[config.mk]
export PLATFORM = sky130hd
export DESIGN_NAME = shc_isqrt
export DESIGN_NICKNAME = d
export VERILOG_FILES = /design/src/hdl/shc_isqrt.sv
export SDC_FILE = /design/constraint.sdc
export NUM_CORES = 1
export LEC_CHECK = 0
export BUFFER_PORTS_ARGS = -buffer_cell sky130_fd_sc_hd__buf_4
export CAP_MARGIN = 15
export CELL_PAD_IN_SITES_DETAIL_PLACEMENT = 2
export CELL_PAD_IN_SITES_GLOBAL_PLACEMENT = 2
export CORE_MARGIN = 5
export CORE_UTILIZATION = 38
export CTS_BUF_LIST = sky130_fd_sc_hd__clkbuf_16
export DETAILED_ROUTE_END_ITERATION = 10
export GPL_TIMING_DRIVEN = 1
export PLACE_DENSITY = 0.93
export REMOVE_ABC_BUFFERS = 1
export SLEW_MARGIN = 40
export SYNTH_ARGS = -nofsm -noshare
export SYNTH_HDL_FRONTEND = slang
export SYNTH_SLANG_ARGS = --single-unit
[constraint.sdc]
create_clock -name clk -period 5.8 [get_ports clk]
set_input_delay 0.29 -clock clk [delete_from_list [all_inputs] [get_ports clk]]
set_output_delay 0.29 -clock clk [all_outputs]
set_load 0.005 [all_outputs]
[src/hdl/shc_isqrt.sv]
// Bit-serial integer square root of (s << 16), one result bit per step.
// Depends on no other file.
`timescale 1ns / 1ps
`default_nettype none

module shc_isqrt (
  input  wire logic        clk,
  input  wire logic        start,
  input  wire logic        step,
  input  wire logic [31:0] s,
  output logic      [23:0] root
);

  logic [47:0] rem;
  logic [47:0] rt;
  logic [47:0] bt;
  logic [47:0] trial;

  assign trial = rt + bt;
  assign root  = rt[23:0];

  // One digit per step
  always_ff @(posedge clk) begin
    if (start) begin
      rem <= {s, 16'b0};
      rt  <= '0;
      bt  <= 48'h4000_0000_0000;
    end else if (step) begin
      if (rem >= trial) begin
        rem <= rem - trial;
        rt  <= (rt >> 1) + bt;
      end else begin
        rt  <= rt >> 1;
      end
      bt <= bt >> 2;
    end
  end

endmodule

`default_nettype wire

== After elaboration in Yosys (flattened, before gate mapping) ==
Cells that the tools add are included.

* Register bits after elaboration: 120
* Bits of input ports: 35
* Output and inout port bits: 24
* Logic and storage cells: 16

* Add/sub/neg operators: 3
* $lt $le $gt $ge: 1
* Multiplexer cells: 4
* Reductions and logical operators: 4

{| class="wikitable"
|+ Operators with widths
! operator !! number
|-
| 48-bit two-way mux || 4
|-
| 47-bit by 47-bit adder with 48-bit output || 1
|-
| 48-bit by 47-bit adder with 48-bit output || 1
|-
| 48-bit >= comparator || 1
|-
| 48-bit subtractor || 1
|-
| 2-bit AND reduction || 2
|-
| 2-bit nonzero test || 2
|}

== Logic depth before layout (Yosys ltp) ==
* Word-level depth: 5
* Depth in mapped cells: 26
* Depth with buffers taken out: 23

== Worst setup path after synthesis ==
Ideal clock, no wire load.

* Kind: reg-to-reg
* Start point: reg rt[14]
* End point: reg rem[16], enable pin
* Library setup time: 0.394 ns
* Data arrival time: 4.965 ns
* Data required time: 5.406 ns
* Setup slack: 0.441 ns
* Cell stages (with the launch flop): 22
* Path buffers: 2
* Cell sequence: dfxtp_1 > ha_1 > a31oi_1 > o21a_1 > o21ai_0 > a31o_2 > o21ai_1 > o21bai_1 > a31o_2 > a21o_1 > a31oi_1 > xor2_1 > ha_1 > clkbuf_1 > nand4_1 > or3_1 > nor2_1 > nand4_1 > o21ai_1 > nand2_1 > buf_1 > nand2b_1

* Longest elaborated chain between the ends: 4

{| class="wikitable"
|+ Ends and longest elaborated chain
! element !! line !! RTL
|-
| from (decl) || 15 || <nowiki>logic [47:0] rt;</nowiki>
|-
| from (signal assigned) || 31 || <nowiki>rt <= (rt >> 1) + bt;</nowiki>
|-
| from (signal assigned) || 33 || <nowiki>rt <= rt >> 1;</nowiki>
|-
| 48-bit by 47-bit adder with 48-bit output || 19 || <nowiki>assign trial = rt + bt;</nowiki>
|-
| 48-bit >= comparator || 29 || <nowiki>if (rem >= trial) begin</nowiki>
|-
| 2-bit nonzero test (no source line) || - ||
|-
| 2-bit AND reduction (no source line) || - ||
|-
| to (signal assigned) || 25 || <nowiki>rem <= {s, 16'b0};</nowiki>
|-
| to (signal assigned) || 30 || <nowiki>rem <= rem - trial;</nowiki>
|-
| to (decl) || 14 || <nowiki>logic [47:0] rem;</nowiki>
|}

Every way passes these cells.
A chain may end at the register's enable or synchronous reset.

== Worst setup path in the final report ==
* Start point: reg rt[30]
* End point: reg rem[36], enable pin

The elaborated chain is that of the path after synthesis.

==> impl_metrics.toml <==
[cells_and_area]
drive_gt1_share_pct = 11.8
areaGrowthSynthToFinish_pct = 13.5
antennaDiodeCount = 0
final_util_pct = 43.4
stdcell_area_um2 = 12400
layout.nets = 1541

[setup_path]
startpoint_type = "register"
worstSetupPathType = "register to register"
crit_fanout = 32
endpoint_kind = "register"
crit_chain = "ha_1 > and2_1 > a21oi_1 > o21ai_1 > a31oi_1 > a21boi_2 > o21ai_2 > a21boi_1 > o21bai_2 > a31oi_1 > xor2_1 > ha_1 > nand2_1 > or2_1 > nor2_4 > nand4_1 > buf_4 > o21ai_4 > nand2_2 > nand2b_1 > buf_12"
cp_slowest_cell = "dfxtp_1"
slowest_delay_ns = 0.48
crit_required_ns = 5.94
worstPathArrival_ns = 6.13

[die]
die-area_um2 = 32200
boundaryPins = 59
rows = 62
coreArea_um2 = 28500
die_y_um = 179
die_w_um = 179
initial_core_util_pct = 38.3

[timing]
finClkSkew_ns = 0.0132
hold_viol = 0
final.setup.tns_ns = -11.69
maxSlewHeadroom_pct = 45.9
slew_violations = 0
setup_slack_ns = -0.194
worstMarginPinSlew_ns = 0.812
fmax_mhz = 167
fin_crit_sh_pct = 103
setup_violations = 109
fin_crit_ns = 5.99

[detailed_routing]
drtIter0Drc = 774
drt.antenna.violating_nets = 0
vias_per_cell = 6.41
drtPass1Iterations = 5
wire_per_inst_um = 26.9
drc = 0
vias = 11600
wirelength_um = 48400

[global_routing]
grt_max_degree = 73
antenna_found_initial = 0
grt_pass1_vias = 12700
grt_pass1_wl_um = 71700
grt_overflow = 0
grt_usage_pct = 28.6

[placement]
gp_congestion = 0.917
place_hpwl_um = 32200
post_dp_cell_area_um2 = 11600
port_buffers = 58

[power_and_ir_drop]
p_switching_w = 0.00266
switching_share_pct = 48.5
internal_power_w = 0.00282
ir_drop_mv = 0.243
combPwrFrac_pct = 59.4
power_w = 0.00548
power_frac_clock_pct = 18.7
p_leak_nw = 4.83
powerDensity_nw_per_um2 = 443
seq_power_share_pct = 22.0

[clock_tree]
clock_path_buffers = 2
clockRootBuffer = "clkbuf_16"
numCtsBuffers = 17
clk_transition_reported_paths_ns = 0.06
cts_hold_buffers = 0
cts.sinks = 120
cts_htree_levels = 4
clk_latency_ns = 0.46
cts_tree = "yes"

[outcome]
status = "complete, but fails checks"
violations = "setup timing"

[logic_synthesis]
ys.flop_type = "dfxtp_1"
synth_most_common_cell = "nand2_1"
yosysTopAreaCell = "dfxtp_1"
yosys-top-cells-area = "dfxtp_1 16%, ha_1 11%, edfxtp_1 8.8%, nand2_1 5.4%, nor2_1 4.9%"
netlist_instances = 1392
netlist_area_um2 = 10900
yosysSeqAreaShare_pct = 25.0
synth_common_cells = "158 x nand2_1, 142 x nor2_1, 103 x a21oi_1"
async_flop_share_pct = 0
synth_cell_types = 72
yosys_warnings = 0
syn_area_per_cell_um2 = 7.83
ys_ff_latch = 120
synth_edf_count = 32
yosysTopAreaCellShare_pct = 16.2

[min_path]
min_path_type = "input pin to register"

[run]
cap_violations = 0
[cells by family after synthesis]
group,synth area share [%]
buf+inv,5.56
simple gates,17.7
mux,2.68
flops,25.0
compound gates,28.6
fa+ha+maj,11.4
xor+xnor,9.08
[metrics by stage]
step / setup slack, ns / hold slack (ns) / std cells
finish: -0.194 / 0.117 / 1802
global route: -0.218 / 0.122 / 1802
CTS: 0.0159 / 0.0995 / 1792
detailed placement: -0.0260 / 0.459 / 1762
global placement: 0.522 / 0.443 / 1762
floorplan: -1.22 / 0.355 / 1294
[worst paths after layout]
kind | endpoint | slack, ns | from | depth (start not counted)
hold reg to reg | rem[6]$_SDFFE_PP0P_ | 0.47 | rem[6]$_SDFFE_PP0P_ | 2
setup / recovery | rem[36]$_DFFE_PP_ | -0.19 | rt[30]$_SDFFE_PP0P_ | 21
setup reg to reg | rem[36]$_DFFE_PP_ | -0.19 | rt[30]$_SDFFE_PP0P_ | 21
hold / removal | rem[19]$_DFFE_PP_ | 0.12 | s[3] | 3
[repair_timing]
item	4_1_cts	5_1_grt
pin swaps	1	6
cloned	0	1
gates resized for setup	9	33
buffers inserted	0	8
endpoints found under the setup margin	97	127
[area by class of cell]
cell class	count	area, µm²
clock buffer	17	425
clock inverter	13	91.3
fill	3196	16100
inverter	35	131
multi-input combinational	1139	7720
sequential	120	2720
tap	384	480
timing repair buffer	94	796
[power by group through the flow]
stage                     sequential [W]  clock, W  combinational, W
after floorplan                  0.00116         0           0.00198
after global placement           0.00119         0           0.00271
after detailed placement         0.00120         0           0.00290
after CTS                        0.00119   0.00103           0.00303
after global routing             0.00121   0.00106           0.00350
final                            0.00120   0.00102           0.00325
[metal layers]
| layer | wire length, µm | share of wire [%] | track usage (%) | up-vias |
|---|---|---|---|---|
| li1 | - | - | - | 5130 |
| met1 | 18700 | 39 | 31.1 | 5875 |
| met2 | 25000 | 52 | 52.5 | 394 |
| met3 | 2130 | 4.4 | 5.06 | 158 |
| met4 | 2560 | 5.3 | 15.1 | 0 |
| met5 | 0 | 0 | 0 | - |
[sequential cells by signal (all words and copies together), names as in the netlist]
| signal | flops |
|---|---|
| bt | 24 |
| rem | 48 |
| rt | 48 |
[cells in the final DEF (no fill, tap or decap), drive strengths merged, types with 4 or more instances in the layout]
cell type / instances
and2: 8
nor2: 142
clkbuf: 18
o22ai: 6
nor2b: 9
o31a: 6
o21a: 16
xnor2: 58
a211oi: 28
nor3: 18
a21oi: 105
inv: 38
nand3: 23
a22o: 21
dfxtp: 88
a31oi: 45
or3: 12
nand2b: 7
o31ai: 15
and3: 10
o41ai: 4
a21o: 23
o21ai: 104
a221oi: 9
ha: 98
buf: 93
o211ai: 8
mux2i: 28
a21boi: 8
a311oi: 20
xor2: 55
nand2: 158
a31o: 4
clkinv: 8
o21bai: 22
nand4: 33
edfxtp: 32
and4: 5
[critical path, delay by kind of cell, from the launching register on]
family	cells	cell delay (ns)
AOI/OAI and AO/OA	9	2.34
and+or+nand+nor	7	1.49
adders and majority gates	2	0.70
buffers and inverters	2	0.50
DFF	1	0.48
xor gates and xnor gates	1	0.13
Power figures use the tool's default switching activity.
