==> config.mk <==
export PLATFORM = sky130hd
export DESIGN_NAME = shc_basis
export DESIGN_NICKNAME = d
export VERILOG_FILES = /design/src/hdl/shc_pkg.sv /design/src/hdl/shc_basis.sv
export SDC_FILE = /design/constraint.sdc
export NUM_CORES = 2
export LEC_CHECK = 0
export ABC_AREA = 1
export BUFFER_PORTS_ARGS = -buffer_cell sky130_fd_sc_hd__buf_2
export CAP_MARGIN = 20
export CORE_ASPECT_RATIO = 1.75
export CORE_MARGIN = 10
export CORE_UTILIZATION = 45
export CTS_BUF_LIST = sky130_fd_sc_hd__clkbuf_4
export DETAILED_ROUTE_END_ITERATION = 8
export PLACE_DENSITY = 0.7
export REMOVE_ABC_BUFFERS = 1
export SLEW_MARGIN = 20
export SYNTH_ARGS = -nofsm -noshare
export SYNTH_HDL_FRONTEND = slang
export SYNTH_SLANG_ARGS = --single-unit
==> constraint.sdc <==
create_clock -name clk -period 11.37 [get_ports clk]
set_input_delay 1.137 -clock clk [delete_from_list [all_inputs] [get_ports clk]]
set_output_delay 1.137 -clock clk [all_outputs]
set_load 0.01 [all_outputs]
==> src/hdl/shc_pkg.sv <==
// Shared types, constants and rounding helper for the SH degree-2 color unit.
// Used by the lane, basis and top modules in hdl/; depends on nothing else.
`timescale 1ns / 1ps
`default_nettype none

package shc_pkg;

  // Default highest basis number plus one
  localparam int unsigned MAX_BASIS_DEF = 9;

  // Iteration counts of the normalization units
  localparam int unsigned ROOT_STEPS = 24;
  localparam int unsigned DIV_STEPS  = 37;

  // Basis constants, Q3.12
  localparam logic signed [15:0] K_C1 = 16'sd2001;
  localparam logic signed [15:0] K_C2 = 16'sd4475;
  localparam logic signed [15:0] K_C3 = 16'sd1292;
  localparam logic signed [15:0] K_C4 = 16'sd2238;

  // Basis numbers
  localparam logic [3:0] BAS_Y    = 4'd1;
  localparam logic [3:0] BAS_Z    = 4'd2;
  localparam logic [3:0] BAS_X    = 4'd3;
  localparam logic [3:0] BAS_XY   = 4'd4;
  localparam logic [3:0] BAS_YZ   = 4'd5;
  localparam logic [3:0] BAS_ZZ   = 4'd6;
  localparam logic [3:0] BAS_XZ   = 4'd7;
  localparam logic [3:0] BAS_XXYY = 4'd8;

  // Register map
  localparam int unsigned ADDR_W = 3;
  localparam logic [ADDR_W-1:0] ADDR_SH_ENABLE = 3'd0;

  typedef struct packed {
    logic              first_term;
    logic              last_term;
    logic [3:0]        basis_index;
    logic signed [15:0] view_x;
    logic signed [15:0] view_y;
    logic signed [15:0] view_z;
    logic signed [15:0] dc_red;
    logic signed [15:0] dc_green;
    logic signed [15:0] dc_blue;
    logic signed [15:0] coef_red;
    logic signed [15:0] coef_green;
    logic signed [15:0] coef_blue;
  } item_t;

  typedef struct packed {
    logic signed [15:0] out_red;
    logic signed [15:0] out_green;
    logic signed [15:0] out_blue;
  } result_t;

  // Lane controls from the sequencer
  typedef struct packed {
    logic load_first;
    logic sq_en;
    logic div_start;
    logic div_step;
    logic unit_zero;
    logic unit_load;
    logic mac_en;
  } lane_ctrl_t;

  // Basis weight controls from the sequencer
  typedef struct packed {
    logic prod_en;
    logic prod2_en;
    logic wt_en;
  } basis_ctrl_t;

  // Round Q.12 product to nearest, ties up: floor((p + 2048) / 4096)
  function automatic logic signed [35:0] rnd12(input logic signed [47:0] p);
    logic signed [47:0] t;
    t = p + 48'sd2048;
    return 36'(t >>> 12);
  endfunction

endpackage

`default_nettype wire

==> src/hdl/shc_basis.sv <==
// Merge stage: combines the three lane unit components into one basis weight.
// Depends on shc_pkg.
`timescale 1ns / 1ps
`default_nettype none

module shc_basis (
  input  wire logic                 clk,
  input  wire shc_pkg::basis_ctrl_t ctrl,
  input  wire logic [3:0]           basis,
  input  wire logic signed [15:0]   ux,
  input  wire logic signed [15:0]   uy,
  input  wire logic signed [15:0]   uz,
  output logic signed [17:0]        w
);

  logic signed [15:0] pa;
  logic signed [15:0] pb;
  logic signed [31:0] prod;
  logic signed [31:0] prod_yy;
  logic signed [17:0] p1;
  logic signed [17:0] p2;
  logic signed [17:0] t;
  logic signed [15:0] k;
  logic               wneg;
  logic signed [33:0] kprod;
  logic signed [17:0] r;

  // Product operands per basis
  always_comb begin
    case (basis)
      shc_pkg::BAS_XY:   begin pa = ux; pb = uy; end
      shc_pkg::BAS_YZ:   begin pa = uy; pb = uz; end
      shc_pkg::BAS_ZZ:   begin pa = uz; pb = uz; end
      shc_pkg::BAS_XZ:   begin pa = ux; pb = uz; end
      shc_pkg::BAS_XXYY: begin pa = ux; pb = ux; end
      default:           begin pa = ux; pb = uy; end
    endcase
  end

  assign prod    = pa * pb;
  assign prod_yy = uy * uy;

  // Constant, polynomial and sign per basis
  always_comb begin
    case (basis)
      shc_pkg::BAS_Y:    begin t = 18'(uy); k = shc_pkg::K_C1; wneg = 1'b1; end
      shc_pkg::BAS_Z:    begin t = 18'(uz); k = shc_pkg::K_C1; wneg = 1'b0; end
      shc_pkg::BAS_X:    begin t = 18'(ux); k = shc_pkg::K_C1; wneg = 1'b1; end
      shc_pkg::BAS_XY:   begin t = p1;      k = shc_pkg::K_C2; wneg = 1'b0; end
      shc_pkg::BAS_YZ:   begin t = p1;      k = shc_pkg::K_C2; wneg = 1'b1; end
      shc_pkg::BAS_ZZ: begin
        t = (p1 <<< 1) + p1 - 18'sd4096;
        k = shc_pkg::K_C3;
        wneg = 1'b0;
      end
      shc_pkg::BAS_XZ:   begin t = p1;      k = shc_pkg::K_C2; wneg = 1'b1; end
      shc_pkg::BAS_XXYY: begin t = p1 - p2; k = shc_pkg::K_C4; wneg = 1'b0; end
      default:           begin t = '0;      k = '0;            wneg = 1'b0; end
    endcase
  end

  assign kprod = k * t;
  assign r     = 18'(shc_pkg::rnd12(48'(kprod)));

  // Registered after each multiply
  always_ff @(posedge clk) begin
    if (ctrl.prod_en) begin
      p1 <= 18'(shc_pkg::rnd12(48'(prod)));
    end
    if (ctrl.prod2_en) begin
      p2 <= 18'(shc_pkg::rnd12(48'(prod_yy)));
    end
    if (ctrl.wt_en) begin
      w <= wneg ? -r : r;
    end
  end

endmodule

`default_nettype wire

# Word level (Yosys, flattened, before mapping)

Cells that the tools add are included.

Register bits: 54
Input bits: 56
Output and inout port bits: 18
Logic and storage cells: 31

Add/subtract/negate cells: 7
$mul: 3
Equal/unequal tests: 8
Multiplexer cells: 6
Reduce and logical (&&, ||, !) cells: 4

Operators with widths:

| operator                 | number |
|---|---|
| $pmux W18 S6             | 1 |
| $add A30 B13 Y30 const B | 3 |
| $pmux W16 S2             | 2 |
| $mul A16 B16 Y30         | 2 |
| $pmux W13 S4             | 1 |
| $mul A14 B18 Y30         | 1 |
| $add A18 B18 Y18         | 1 |
| $mux W18                 | 1 |
| $neg A18 Y18             | 1 |
| $sub A18 B14 Y18 const B | 1 |
| $sub A18 B18 Y18         | 1 |
| $eq A4 B3 Y1 const B     | 4 |
| $reduce_or A3 Y1         | 3 |
| $eq A4 B2 Y1 const B     | 2 |
| $eq A4 B1 Y1 const B     | 1 |
| $eq A4 B4 Y1 const B     | 1 |
| $reduce_or A4 Y1         | 1 |
| $mux W1                  | 1 |

# Logic depth before layout (Yosys ltp)

Depth after elaboration: 7
Depth in mapped cells: 47
Gate-level depth less buffers: 47

# Least setup slack after synthesis

No wires, ideal clock.

Path type: register to register
Start: register p1[5]
End: register w[15] (data pin)
Setup time: 253 ps
Arrival: 7762 ps
Required time: 11117 ps
Path slack: 3356 ps
Cell stages (with the launch flop): 41
Path buffers: 0
Period minus slack after synthesis: 8014 ps
Cells stage by stage: edfxtp_1 -> ha_1 -> ha_1 -> a21oi_1 -> inv_1 -> a31oi_1 -> nor2_1 -> o21ai_0 -> nand2_1 -> a21oi_1 -> o21ai_0 -> a21oi_1 -> o21ai_0 -> nand2_1 -> nor2_1 -> nor2_1 -> inv_1 -> fa_1 -> [... 5 more ...] -> inv_1 -> fa_1 -> inv_1 -> ha_1 -> nand2_1 -> nor2_1 -> inv_1 -> nor2_1 -> inv_1 -> o221a_2 -> nand2_1 -> nand2_1 -> nand2_1 -> nand2_1 -> nor2_1 -> nand4_1 -> nand3b_1 -> nand2_1

Longest elaborated chain between the ends: 7
Elaborated cells between the ends (all ways): 8
Those cells by class: add/sub (5); mul (1); mux (2)

Ends and longest elaborated chain:

| what                   | RTL line        | source |
|---|---|---|
| start, declared        | shc_basis.sv:20 | `logic signed [17:0] p1;` |
| start signal, assigned | shc_basis.sv:68 | `p1 <= 18'(shc_pkg::rnd12(48'(prod)));` |
| $add A18 B18 Y18       | shc_basis.sv:52 | `t = (p1 <<< 1) + p1 - 18'sd4096;` |
| $sub A18 B14 Y18       | shc_basis.sv:52 |  |
| $pmux W18 S6 *         | shc_basis.sv:45 | `case (basis)` |
| $mul A14 B18 Y30 *     | shc_basis.sv:62 | `assign kprod = k * t;` |
| $add A30 B13 Y30 *     | shc_pkg.sv:77   | `t = p + 48'sd2048;` |
| $neg A18 Y18           | shc_basis.sv:74 | `w <= wneg ? -r : r;` |
| $mux W18 *             | shc_basis.sv:74 |  |
| end signal, assigned   | shc_basis.sv:74 |  |
| end, declared          | shc_basis.sv:13 | `output logic signed [17:0] w` |

Every way passes the cells marked *; elsewhere a longest branch is shown, timed or not.
A chain may end at the register's enable or synchronous reset.

# Worst setup path in the final report

Start: register p1[6]
End: register w[14] (data pin)

The elaborated chain is that of the path after synthesis.

==> results.md <==
* 55.1% — post-synthesis adder-cell area fraction
* 2.04 ns — crit path setup slack, layout
* 2 — number of levels the H-tree was split into
* sky130_fd_sc_hd__nand2_1 — most frequent cell on the critical path
* 29 — maximum number of pins on one net before global-route repair
* 3,952 — Post-Synthesis Cells
* 6 — drt pass-1 iters
* sky130_fd_sc_hd__edfxtp_1 — cell with the largest stage delay on the worst path
* 0 — hold-fix buffer count after cts
* 1,770 — count of routing violations after the opening detailed-route iteration
* 92.7 mm — total length of routed wires
* 0% — FFs w/ async S/R, synth
* 0 — max-slew violations
* 28.3% — relative slew slack
* 73 — count of buffers inserted at the top-level ports
* 81,500 µm² — area of the die
* 0.0323 ns — worst clock skew
* 0 — post-cts gate resize count
* 0% — mux cell area share after synthesis
* 0 — max capacitance violation total
* false — RSZ-0062 raised after global routing
* 0 — remaining global-route overflow
* flip-flop to flip-flop — category of the critical setup timing path
* 2 — maximum root-to-sink buffer count
* sky130_fd_sc_hd__edfxtp_1 — leading register cell type out of synthesis
* 4,881 — placed instance count
* input port to flip-flop — classification of the worst-slack hold path
* flip-flop — CP Launch Type
* 43.8% — fraction of synthesized cell area taken by the top area cell type
* 1 — antenna violations before repair
* 74 — # IOs
* 0.21 ns — Clock Pin Slew Worst Setup and Hold Paths
* 2.91% — parity-gate share of the synthesized area counting xor and xnor cells
* 5.21 — via count normalized by instance count
* 5,008 — number of nets in the final layout
* 0.59 ns — Max stage delay on crit path
* 0 — remaining number of nets flagged by the antenna check after routing
* complete, no violations — outcome
* 0 — setup violation total in the final timing report
* 0 — hold violation count in the final report
* 1.87 ns — Setup Slack @ Placement
* 148 mm — wire length of the first global-routing pass
* 5.14% — register area share after synthesis
* 69,500 µm² — core area
* 45.4% — initial core utilization
* 4.22% — share of post-route cells with drive strength above 1
* 25,500 — total via count in the routed design
* 6,899 — Layout fillers
* adder cells — main combinational cell family by area after synthesis
* 5.92% — area fraction in compound gates after synthesis
* 80.9 mm — Detail Placement HPWL
* 31,500 µm² — cell area after technology mapping
* 47.5% — final core utilization
* 1.00 — final estimated routing congestion in global placement
* 15.4% — Simple-Gate Fraction of Synth Area
* 0 — Setup Fix Bufs, Post-CTS
* 54 — number of synthesized flops with an enable pin
* 1.07 ns — slew at the pin closest to its max-slew limit
* 220 µm — horizontal die dimension
* sky130_fd_sc_hd__inv_1 — most common library cell in the layout ignoring fill and taps
* 0 ns — Post-Route Setup TNS
* 9.55 ns — Worst Path Arrival
* 49 — number of distinct standard cells referenced by the synthesized netlist
* 9.33 ns — Final Critical Period
* sky130_fd_sc_hd__inv_1, sky130_fd_sc_hd__nand2_1, sky130_fd_sc_hd__fa_1 — commonest cells after routing, fill and taps aside
* 7.98 µm² — Mapped Avg Cell Area
* 54 — CTS sink count
* 4.64% — Area Growth Syn to Fin
* 82.0% — Final period util
* 0.107 GHz — Fmax achieved
* sky130_fd_sc_hd__clkbuf_4 — clock root buffer
* 370 µm — height of the die
* sky130_fd_sc_hd__fa_1, sky130_fd_sc_hd__inv_1, sky130_fd_sc_hd__ha_1 — cell types with the largest area share after synthesis
* 6 — critical path fanouts, max
* 23.7% — total global routing track utilization
* 128 — row cnt
* 0 — drt drc
* 11.60 ns — Req. time, crit path
* 5 — TritonCTS Buffers
* 0 — synthesis warning total
* 54 — synthesis-stage register bit count
* built — clock tree from TritonCTS
* 0.48 ns — latest clock arrival within the worst-skew pair
* flip-flop — sort of element at the end of the critical path
* sky130_fd_sc_hd__fa_1 — Synth area leader
* 4,890 — final non-filler cell total
* 19.0 µm — post-DR wirelength/cell
* 28,000 — number of global-route vias before repair
==> registers in the layout (all words and copies together), names as in the netlist <==
register / cells
p1: 18
p2: 18
w: 18
==> through the flow <==
stage	instance area, µm²	hold slack (ns)
floorplan	31200	0.947
global placement	32900	1.38
detailed placement	32900	1.39
CTS	33000	1.09
global route	33000	1.10
finish	33000	1.10
==> worst paths after layout <==
| path | depth (start not counted) | endpoint | startpoint | slack [ns] |
|---|---|---|---|---|
| max | 40 | w[14] | p1[6] | 2.04 |
| min | 1 | p1[0] | ctrl[2] | 1.10 |
| max reg2reg | 40 | w[14] | p1[6] | 2.04 |
| min reg2reg | 9 | w[17] | p2[17] | 1.48 |
==> kinds of logic (layout without fill, tap and decap cells) <==
logic type / count (synthesis) / count (layout)
simple gates: 1190 / 1190
compound gates: 323 / 323
flops: 54 / 54
fa+ha+maj: 974 / 974
buf+inv: 1308 / 1335
xor+xnor: 103 / 103
other cells: 0 / 1
==> per-layer routing <==
| layer | track usage [%] | vias to the layer above | share of wire, % |
|---|---|---|---|
| met3 | 2.23 | 376 | 5.2 |
| li1 | - | 11600 | - |
| met1 | 24.2 | 12500 | 33 |
| met4 | 17.7 | 0 | 9.1 |
| met2 | 43.5 | 1019 | 52 |
| met5 | 0 | - | 0 |
==> final cells by class <==
type,count,area [µm²],share of cell area (%)
Antenna cell,1,2.50,0.00759
Multi-Input combinational cell,2590,25000,75.8
Sequential cell,54,1620,4.92
Tap cell,910,1140,3.45
Clock inverter,2,16.3,0.0493
Clock buffer,6,45.0,0.137
Inverter,1234,4630,14.0
Timing Repair Buffer,93,515,1.56
==> synth_stat cells, drive strengths merged (2+ instances only) <==
cell    count
nand3b     10
o21bai     10
clkbuf     63
inv      1224
xnor2      45
o21ai      85
clkinv     10
ha        284
a21o        7
a211oi      4
o31ai       2
nor4       11
buf        11
or2         9
nand3      75
o221ai      4
o211ai     16
a221oi      3
nor2      281
nand4      11
o221a       2
a21boi      2
fa        690
o22ai      29
edfxtp     54
nand2     768
a31oi      14
a21oi     137
o21a        3
nor3       25
xor2       58
==> worst max-delay path, delay by kind of cell, from the launching register on <==
kind	cells	cell delay (ns)
flops	1	0.59
compound gates	8	1.54
fa+ha+maj	9	4.17
simple gates	16	2.07
buf+inv	7	0.68
Power is left out: the tool's default activity adds up to more than one toggle a clock period on the data nets, which glitch-free logic cannot reach.
