[config.mk]
export PLATFORM = sky130hd
export DESIGN_NAME = shc_lane
export DESIGN_NICKNAME = d
export VERILOG_FILES = /design/src/hdl/shc_pkg.sv /design/src/hdl/shc_lane.sv
export SDC_FILE = /design/constraint.sdc
export NUM_CORES = 2
export LEC_CHECK = 0
export BUFFER_PORTS_ARGS = -buffer_cell sky130_fd_sc_hd__buf_2
export CAP_MARGIN = 10
export CORE_MARGIN = 2
export CORE_UTILIZATION = 30
export CTS_CLUSTER_DIAMETER = 30
export DETAILED_ROUTE_END_ITERATION = 6
export GPL_ROUTABILITY_DRIVEN = 0
export GPL_TIMING_DRIVEN = 0
export PLACE_DENSITY = 0.43
export SLEW_MARGIN = 25
export SYNTH_ARGS = -nofsm -noshare
export SYNTH_HDL_FRONTEND = slang
export SYNTH_SLANG_ARGS = --single-unit
[constraint.sdc]
create_clock -name clk -period 10.7 [get_ports clk]
set_input_delay 0.535 -clock clk [delete_from_list [all_inputs] [get_ports clk]]
set_output_delay 0.535 -clock clk [all_outputs]
set_load 0.01 [all_outputs]
[src/hdl/shc_pkg.sv]
// Shared types, constants and rounding helper for the SH degree-2 color unit.
// Used by the lane, basis and top modules in hdl/; depends on nothing else.
`timescale 1ns / 1ps
`default_nettype none

package shc_pkg;

  // Default highest basis number plus one
  localparam int unsigned MAX_BASIS_DEF = 9;

  // Iteration counts of the normalization units
  localparam int unsigned ROOT_STEPS = 24;
  localparam int unsigned DIV_STEPS  = 37;

  // Basis constants, Q3.12
  localparam logic signed [15:0] K_C1 = 16'sd2001;
  localparam logic signed [15:0] K_C2 = 16'sd4475;
  localparam logic signed [15:0] K_C3 = 16'sd1292;
  localparam logic signed [15:0] K_C4 = 16'sd2238;

  // Basis numbers
  localparam logic [3:0] BAS_Y    = 4'd1;
  localparam logic [3:0] BAS_Z    = 4'd2;
  localparam logic [3:0] BAS_X    = 4'd3;
  localparam logic [3:0] BAS_XY   = 4'd4;
  localparam logic [3:0] BAS_YZ   = 4'd5;
  localparam logic [3:0] BAS_ZZ   = 4'd6;
  localparam logic [3:0] BAS_XZ   = 4'd7;
  localparam logic [3:0] BAS_XXYY = 4'd8;

  // Register map
  localparam int unsigned ADDR_W = 3;
  localparam logic [ADDR_W-1:0] ADDR_SH_ENABLE = 3'd0;

  typedef struct packed {
    logic              first_term;
    logic              last_term;
    logic [3:0]        basis_index;
    logic signed [15:0] view_x;
    logic signed [15:0] view_y;
    logic signed [15:0] view_z;
    logic signed [15:0] dc_red;
    logic signed [15:0] dc_green;
    logic signed [15:0] dc_blue;
    logic signed [15:0] coef_red;
    logic signed [15:0] coef_green;
    logic signed [15:0] coef_blue;
  } item_t;

  typedef struct packed {
    logic signed [15:0] out_red;
    logic signed [15:0] out_green;
    logic signed [15:0] out_blue;
  } result_t;

  // Lane controls from the sequencer
  typedef struct packed {
    logic load_first;
    logic sq_en;
    logic div_start;
    logic div_step;
    logic unit_zero;
    logic unit_load;
    logic mac_en;
  } lane_ctrl_t;

  // Basis weight controls from the sequencer
  typedef struct packed {
    logic prod_en;
    logic prod2_en;
    logic wt_en;
  } basis_ctrl_t;

  // Round Q.12 product to nearest, ties up: floor((p + 2048) / 4096)
  function automatic logic signed [35:0] rnd12(input logic signed [47:0] p);
    logic signed [47:0] t;
    t = p + 48'sd2048;
    return 36'(t >>> 12);
  endfunction

endpackage

`default_nettype wire

[src/hdl/shc_lane.sv]
// One lane: square and normalizing divider for one axis, accumulator for one channel.
// Depends on shc_pkg.
`timescale 1ns / 1ps
`default_nettype none

module shc_lane (
  input  wire logic                clk,
  input  wire logic                rst,
  input  wire shc_pkg::lane_ctrl_t ctrl,
  input  wire logic signed [15:0]  view,
  input  wire logic signed [15:0]  dc,
  input  wire logic signed [15:0]  coef,
  input  wire logic [23:0]         q,
  input  wire logic signed [17:0]  w,
  output logic [31:0]              sq,
  output logic signed [15:0]       unit,
  output logic signed [31:0]       acc
);

  logic signed [31:0] sq_prod;
  logic signed [16:0] vx;
  logic [16:0]        mag;
  logic [36:0]        dvd;
  logic [36:0]        dvd_init;
  logic [23:0]        rem;
  logic [24:0]        rem_sh;
  logic               ge;
  logic [23:0]        rem_next;
  logic [15:0]        quo;
  logic               neg;
  logic signed [33:0] mprod;
  logic signed [33:0] term;
  logic signed [33:0] sum;
  logic signed [31:0] acc_next;

  // Square of the raw component
  assign sq_prod = view * view;

  // Divider setup: |v| * 2^20 + q/2
  assign vx       = 17'(view);
  assign mag      = vx[16] ? 17'(-vx) : 17'(vx);
  assign dvd_init = 37'({mag[15:0], 20'b0}) + 37'(q[23:1]);

  // Restoring divide step
  assign rem_sh   = {rem, dvd[36]};
  assign ge       = rem_sh >= {1'b0, q};
  assign rem_next = ge ? 24'(rem_sh - {1'b0, q}) : rem_sh[23:0];

  // Multiply-accumulate with saturation
  assign mprod = coef * w;
  assign term  = 34'(shc_pkg::rnd12(48'(mprod)));
  assign sum   = 34'(acc) + term;
  always_comb begin
    if (sum > 34'sh0_7FFF_FFFF) begin
      acc_next = 32'sh7FFF_FFFF;
    end else if (sum < -34'sh0_8000_0000) begin
      acc_next = 32'sh8000_0000;
    end else begin
      acc_next = 32'(sum);
    end
  end

  // Datapath registers
  always_ff @(posedge clk) begin
    if (ctrl.sq_en) begin
      sq <= 32'(sq_prod);
    end
    if (ctrl.div_start) begin
      dvd <= dvd_init;
      rem <= '0;
      quo <= '0;
      neg <= view[15];
    end else if (ctrl.div_step) begin
      dvd <= dvd << 1;
      rem <= rem_next;
      quo <= {quo[14:0], ge};
    end
  end

  // Lane state
  always_ff @(posedge clk) begin
    if (rst) begin
      unit <= '0;
      acc  <= '0;
    end else begin
      if (ctrl.unit_zero) begin
        unit <= '0;
      end else if (ctrl.unit_load) begin
        unit <= neg ? -$signed(quo) : $signed(quo);
      end
      if (ctrl.load_first) begin
        acc <= 32'(dc);
      end else if (ctrl.mac_en) begin
        acc <= acc_next;
      end
    end
  end

endmodule

`default_nettype wire

Word-level counts from Yosys, hierarchy flattened. Index checks and enable logic that the tools add are counted.

Register bits: 158. Input bits: 99. Output and inout port bits: 80. Word-level logic and storage cells: 30.

$add $sub $neg: 6. $mul: 2. $lt $le $gt $ge: 3. Muxes and demuxes: 9. Reduce and logical (&&, ||, !) cells: 3.

Operators by type and width (number): $mux 32 (4); $mux 37 (2); $add 36x23->37 (1); $add 34x13->35 const B (1); $mul 16x18->34 (1); $add 32x23->33 (1); $gt 33x32->1 const B (1); $lt 33x32->1 const B (1); $mul 16x16->32 (1); $mux 16 (2); $neg 16->16 (2); $ge 25x24->1 (1); $mux 24 (1); $sub 24x24->24 (1); $reduce_bool 2->1 (2); $reduce_or 2->1 (1).

Longest topological paths before layout.
Depth in word-level cells: 8. Mapped depth: 37. Mapped depth without buffers: 33.

Least setup slack after synthesis. No wires, ideal clock.

Path kind: input to register. Start: input port coef[9]. End: register acc[10]. Library setup time: 0.125 ns. Data arrival time: 9.178 ns. Required time: 10.575 ns. Setup slack: 1.397 ns. Stages: 34. Path buffers: 4. Cell sequence: clkbuf_1 > clkbuf_1 > nand2_1 > fa_1 > inv_1 > fa_1 > fa_1 > fa_1 > fa_1 > inv_1 > fa_1 > inv_1 > ha_1 > a21o_1 > a21o_1 > a21o_1 > a21oi_1 > o21bai_1 > a221o_1 > a221o_1 > a221oi_2 > xnor2_1 > ha_1 > nand2_1 > or4_1 > or2_0 > o32ai_2 > o211ai_2 > and3_1 > o21ai_2 > nor2b_1 > buf_6 > buf_6 > o22ai_2.

Cells in the longest elaborated chain, start to end: 8. Elaborated cells between the ends (all ways): 9. Classes of those cells: add/sub: 2; mul: 1; order compare: 2; mux: 4.

Ends and longest elaborated chain: from (decl) (line shc_lane.sv:12) `input wire logic signed [15:0] coef,`; $mul 16x18->34 (*) (line shc_lane.sv:50) `assign mprod = coef * w;`; $add 34x13->35 (*) (line shc_pkg.sv:77) `t = p + 48'sd2048;`; $add 32x23->33 (*) (line shc_lane.sv:52) `assign sum = 34'(acc) + term;`; $lt 33x32->1 (line shc_lane.sv:56) `end else if (sum < -34'sh0_8000_0000) begin`; $mux 32 (line shc_lane.sv:56); $mux 32 (*) (line shc_lane.sv:54) `if (sum > 34'sh0_7FFF_FFFF) begin`; $mux 32 (*) (line shc_lane.sv:93) `end else if (ctrl.mac_en) begin`; $mux 32 (*) (line shc_lane.sv:91) `if (ctrl.load_first) begin`; to (signal assigned) (line shc_lane.sv:92) `acc <= 32'(dc);`; to (signal assigned) (line shc_lane.sv:94) `acc <= acc_next;`; to (decl) (line shc_lane.sv:17) `output logic signed [31:0] acc`.

Mark *: on every way between the ends. The rest lies on a longest branch, timed or not. The select of a mux whose other input is x is not followed. A chain may end at the register's enable or synchronous reset.

Worst setup path in the final report.
Start: input port coef[6]. End: register acc[11].

The elaborated chain is that of the path after synthesis.

==> summary.txt <==
SETUP PATH
--------------------------------------------------------------------------------
Critical Path AT ..................................................     10.53 ns
Cell with the largest stage delay on the worst path ............... sky130_fd_sc_hd__or4_1
Total buffers and inverters traversed by the critical path ........            8
Dominant delay contributor by cell family on the critical path ....  adder cells
Class of the most critical setup path ............................. input pin to register
Max Fanout on Critical Path .......................................           10
Delay contributed by the slowest stage of the critical path .......      0.58 ns
Type of origin of the critical path ...............................    input pin
CP required .......................................................     11.06 ns
Cell seen most often among critical-path stages ................... sky130_fd_sc_hd__fa_1
Category of the worst setup path capture point ....................     register

YOSYS
--------------------------------------------------------------------------------
Main area contributors after synthesis ............................ sky130_fd_sc_hd__fa_1 37%, sky130_fd_sc_hd__ha_1 9.8%, sky130_fd_sc_hd__inv_1 8.8%
Top cell type's share of synthesized area .........................        36.6%
Number of enable-type register cells in the synthesized netlist ...           69
Yosys warnings ....................................................            0
Mean instance size in the synthesized netlist .....................     9.15 um2
Flip-flop and latch count after synthesis .........................          157
Seq/Total Area, Yosys .............................................        13.0%
Synthesized cell area .............................................    29400 um2
Post-Synthesis Net Count ..........................................         4086
Share of async-settable or async-resettable flops after synthesis .           0%
Most area-hungry cell type in the Yosys netlist ................... sky130_fd_sc_hd__fa_1
Count of mapped cells out of synthesis ............................         3219
Number of distinct library cells after synthesis ..................           83
Dominant register cell in the synthesized netlist ................. sky130_fd_sc_hd__dfxtp_1

ROUTE
--------------------------------------------------------------------------------
Wire length per cell after detailed routing .......................      17.8 um
Post-route ant nets ...............................................            0
Starting DRT DRC Count ............................................          879
Drt via density ...................................................         4.58
DRC errors left ...................................................            0
Routed Wire Length ................................................     83400 um
Number of iterations in the first detailed-routing pass ...........            5
Total vias in the final route .....................................        21500

CTS
--------------------------------------------------------------------------------
Clock sinks .......................................................          157
Cts bufs inserted .................................................           17
TritonCTS clock tree ..............................................         done
H-Tree Level Count ................................................            4
Number of buffers added for setup after CTS .......................            0
CTS root buf ...................................................... sky130_fd_sc_hd__clkbuf_16
# resized after CTS ...............................................            5
Worst-case clock buffer depth .....................................            2
Clock-pin slew on the worst setup and hold paths ..................      0.08 ns
Worst skew pair latency ...........................................      0.51 ns
Post-CTS Hold Buffers .............................................            0

GLOBAL ROUTE
--------------------------------------------------------------------------------
Gr usage total ....................................................        17.4%
Residual overflow from global routing .............................            0
Global-route wire length before repair ............................    134000 um
Antenna violations before repair ..................................            5
Largest net degree at the start of global routing .................           32
Vias in the first global route ....................................        22600

TIMING
--------------------------------------------------------------------------------
Setup tns final ...................................................         0 ns
Final clock skew ..................................................    0.0119 ns
Hold Vio Cnt, Final ...............................................            0
F_max .............................................................     98.3 MHz
Transition at the pin with the smallest max-transition slack ......     0.955 ns
Period Utilization, post-route ....................................        95.1%
Count of endpoints failing setup in the final report ..............            0
Setup repair after global routing missed its margin ...............        false
Slew Viols, Final .................................................            0
Max-slew headroom .................................................        35.8%
Time the worst path needs with I/O delays and setup ...............     10.17 ns

FINAL LAYOUT
--------------------------------------------------------------------------------
Share of cells above drive strength 1 .............................        8.65%
Layout Nets .......................................................         4266
Summed area of non-filler cells in the final layout ...............    32600 um2
Final Non-Filler Cells ............................................         4690
Most common library cell in the layout ignoring fill and taps ..... sky130_fd_sc_hd__inv_1
Leading cell types in the layout, fill and taps excluded .......... 690 x sky130_fd_sc_hd__inv_1, 538 x sky130_fd_sc_hd__fa_1, 309 x sky130_fd_sc_hd__nand2_1
Post-synthesis to final-layout area growth ........................        10.8%

FLOORPLANNING
--------------------------------------------------------------------------------
Die Y-Extent ......................................................       317 um
Die X-Extent ......................................................       317 um
I/O pin count .....................................................          179
Die area ..........................................................   101000 um2
Initial cell density of the core ..................................        30.4%
Placeable core area ...............................................    97000 um2
Site Rows .........................................................          114

HOLD PATH
--------------------------------------------------------------------------------
Min-Delay Path Class .............................................. input pin to register

RUN
--------------------------------------------------------------------------------
Max Cap Viol ......................................................            0

STATUS
--------------------------------------------------------------------------------
Outcome ...........................................................    completed

PLACE
--------------------------------------------------------------------------------
Number of port buffers ............................................          169
Sum of net half-perimeters after detailed placement ...............     70600 um
Placed cell area ..................................................    31900 um2
Cell count after placement ........................................         4665

==> path summary, 6_finish.rpt <==
kind	from	to	slack, ns	depth (start not counted)
setup / recovery	coef[6]	acc[11]	0.53	35
hold / removal	ctrl[4]	neg	0.26	1
setup reg to reg	rem[9]	rem[3]	7.06	11
hold reg to reg	rem[23]	rem[23]	0.48	2
==> worst register-to-register path: stages, from the launching register on <==
cell	delay (ns)
sky130_fd_sc_hd__dfxtp_1	0.34
sky130_fd_sc_hd__ha_1	0.37
sky130_fd_sc_hd__a21o_1	0.21
sky130_fd_sc_hd__a21o_1	0.17
sky130_fd_sc_hd__a211oi_1	0.28
sky130_fd_sc_hd__nand3_1	0.26
sky130_fd_sc_hd__a211oi_1	0.56
sky130_fd_sc_hd__o21a_1	0.38
sky130_fd_sc_hd__clkbuf_1	0.50
sky130_fd_sc_hd__nand2_1	0.12
sky130_fd_sc_hd__o31a_1	0.12
sky130_fd_sc_hd__a211oi_1	0.25
==> metrics by stage <==
step	hold slack, ns	setup slack [ns]	util, %
2_1_floorplan	0.426	1.40	-
6_report	0.260	0.526	33.6
4_1_cts	0.197	0.0112	33.6
3_5_place_dp	0.457	-1.34	32.9
5_1_grt	0.230	0.0690	33.6
3_3_place_gp	0.462	-1.58	32.9
==> state kept, by name (all words and copies together), names as in the netlist <==
| name | count |
|---|---|
| acc | 32 |
| dvd | 37 |
| neg | 1 |
| unit | 16 |
| sq | 31 |
| rem | 24 |
| quo | 16 |
==> routing by layer <==
layer  track usage, %  up-vias  routed length, um
li1                 -    10400                  -
met1             25.5    10600              41600
met2             26.4      330              36900
met3             2.82       72               3150
met4             4.97        2               1690
met5                0        -                 12
==> final cells by class <==
type	count	area, um2
Timing Repair Buffer	170	866
Antenna cell	2	5.00
Clock buffer	18	439
Clock inverter	14	220
Inverter	700	2630
Fill cell	10300	64400
Multi-Input combinational cell	2244	22600
Buffer	109	462
Tap cell	1276	1600
Sequential cell	157	3830
==> cell usage after synthesis, types with 18 or more instances <==
cell type                  number
sky130_fd_sc_hd__xor2_1        53
sky130_fd_sc_hd__xnor2_1       94
sky130_fd_sc_hd__a211oi_1      46
sky130_fd_sc_hd__nor2_1       181
sky130_fd_sc_hd__nand3_1       22
sky130_fd_sc_hd__mux2_2        29
sky130_fd_sc_hd__a21o_1        59
sky130_fd_sc_hd__and2_1       174
sky130_fd_sc_hd__a21oi_1      121
sky130_fd_sc_hd__o21ai_0       58
sky130_fd_sc_hd__fa_1         538
sky130_fd_sc_hd__o21a_1        19
sky130_fd_sc_hd__nor3_1        25
sky130_fd_sc_hd__clkbuf_1      99
sky130_fd_sc_hd__nand2b_1      26
sky130_fd_sc_hd__mux2i_1       27
sky130_fd_sc_hd__dfxtp_1       88
sky130_fd_sc_hd__ha_1         230
sky130_fd_sc_hd__edfxtp_1      69
sky130_fd_sc_hd__and3_1        18
sky130_fd_sc_hd__nand2_1      309
sky130_fd_sc_hd__inv_1        691
==> logic make-up (layout without fill, tap and decap cells) <==
logic type / after synthesis / after routing / synth area share, %
flip-flops: 157 / 157 / 13.0
adder cells (fa/ha/maj): 768 / 768 / 46.4
buffers and inverters: 818 / 1011 / 10.6
other: 1 / 3 / 0.0127
multiplexers: 57 / 57 / 2.08
XOR/XNOR: 147 / 147 / 4.37
AND/OR/NAND/NOR: 838 / 838 / 13.6
AO/OA/AOI/OAI: 433 / 433 / 9.98
Power is not shown: default switching activity piles up to over one toggle a cycle in this logic, so the estimate is an artifact.
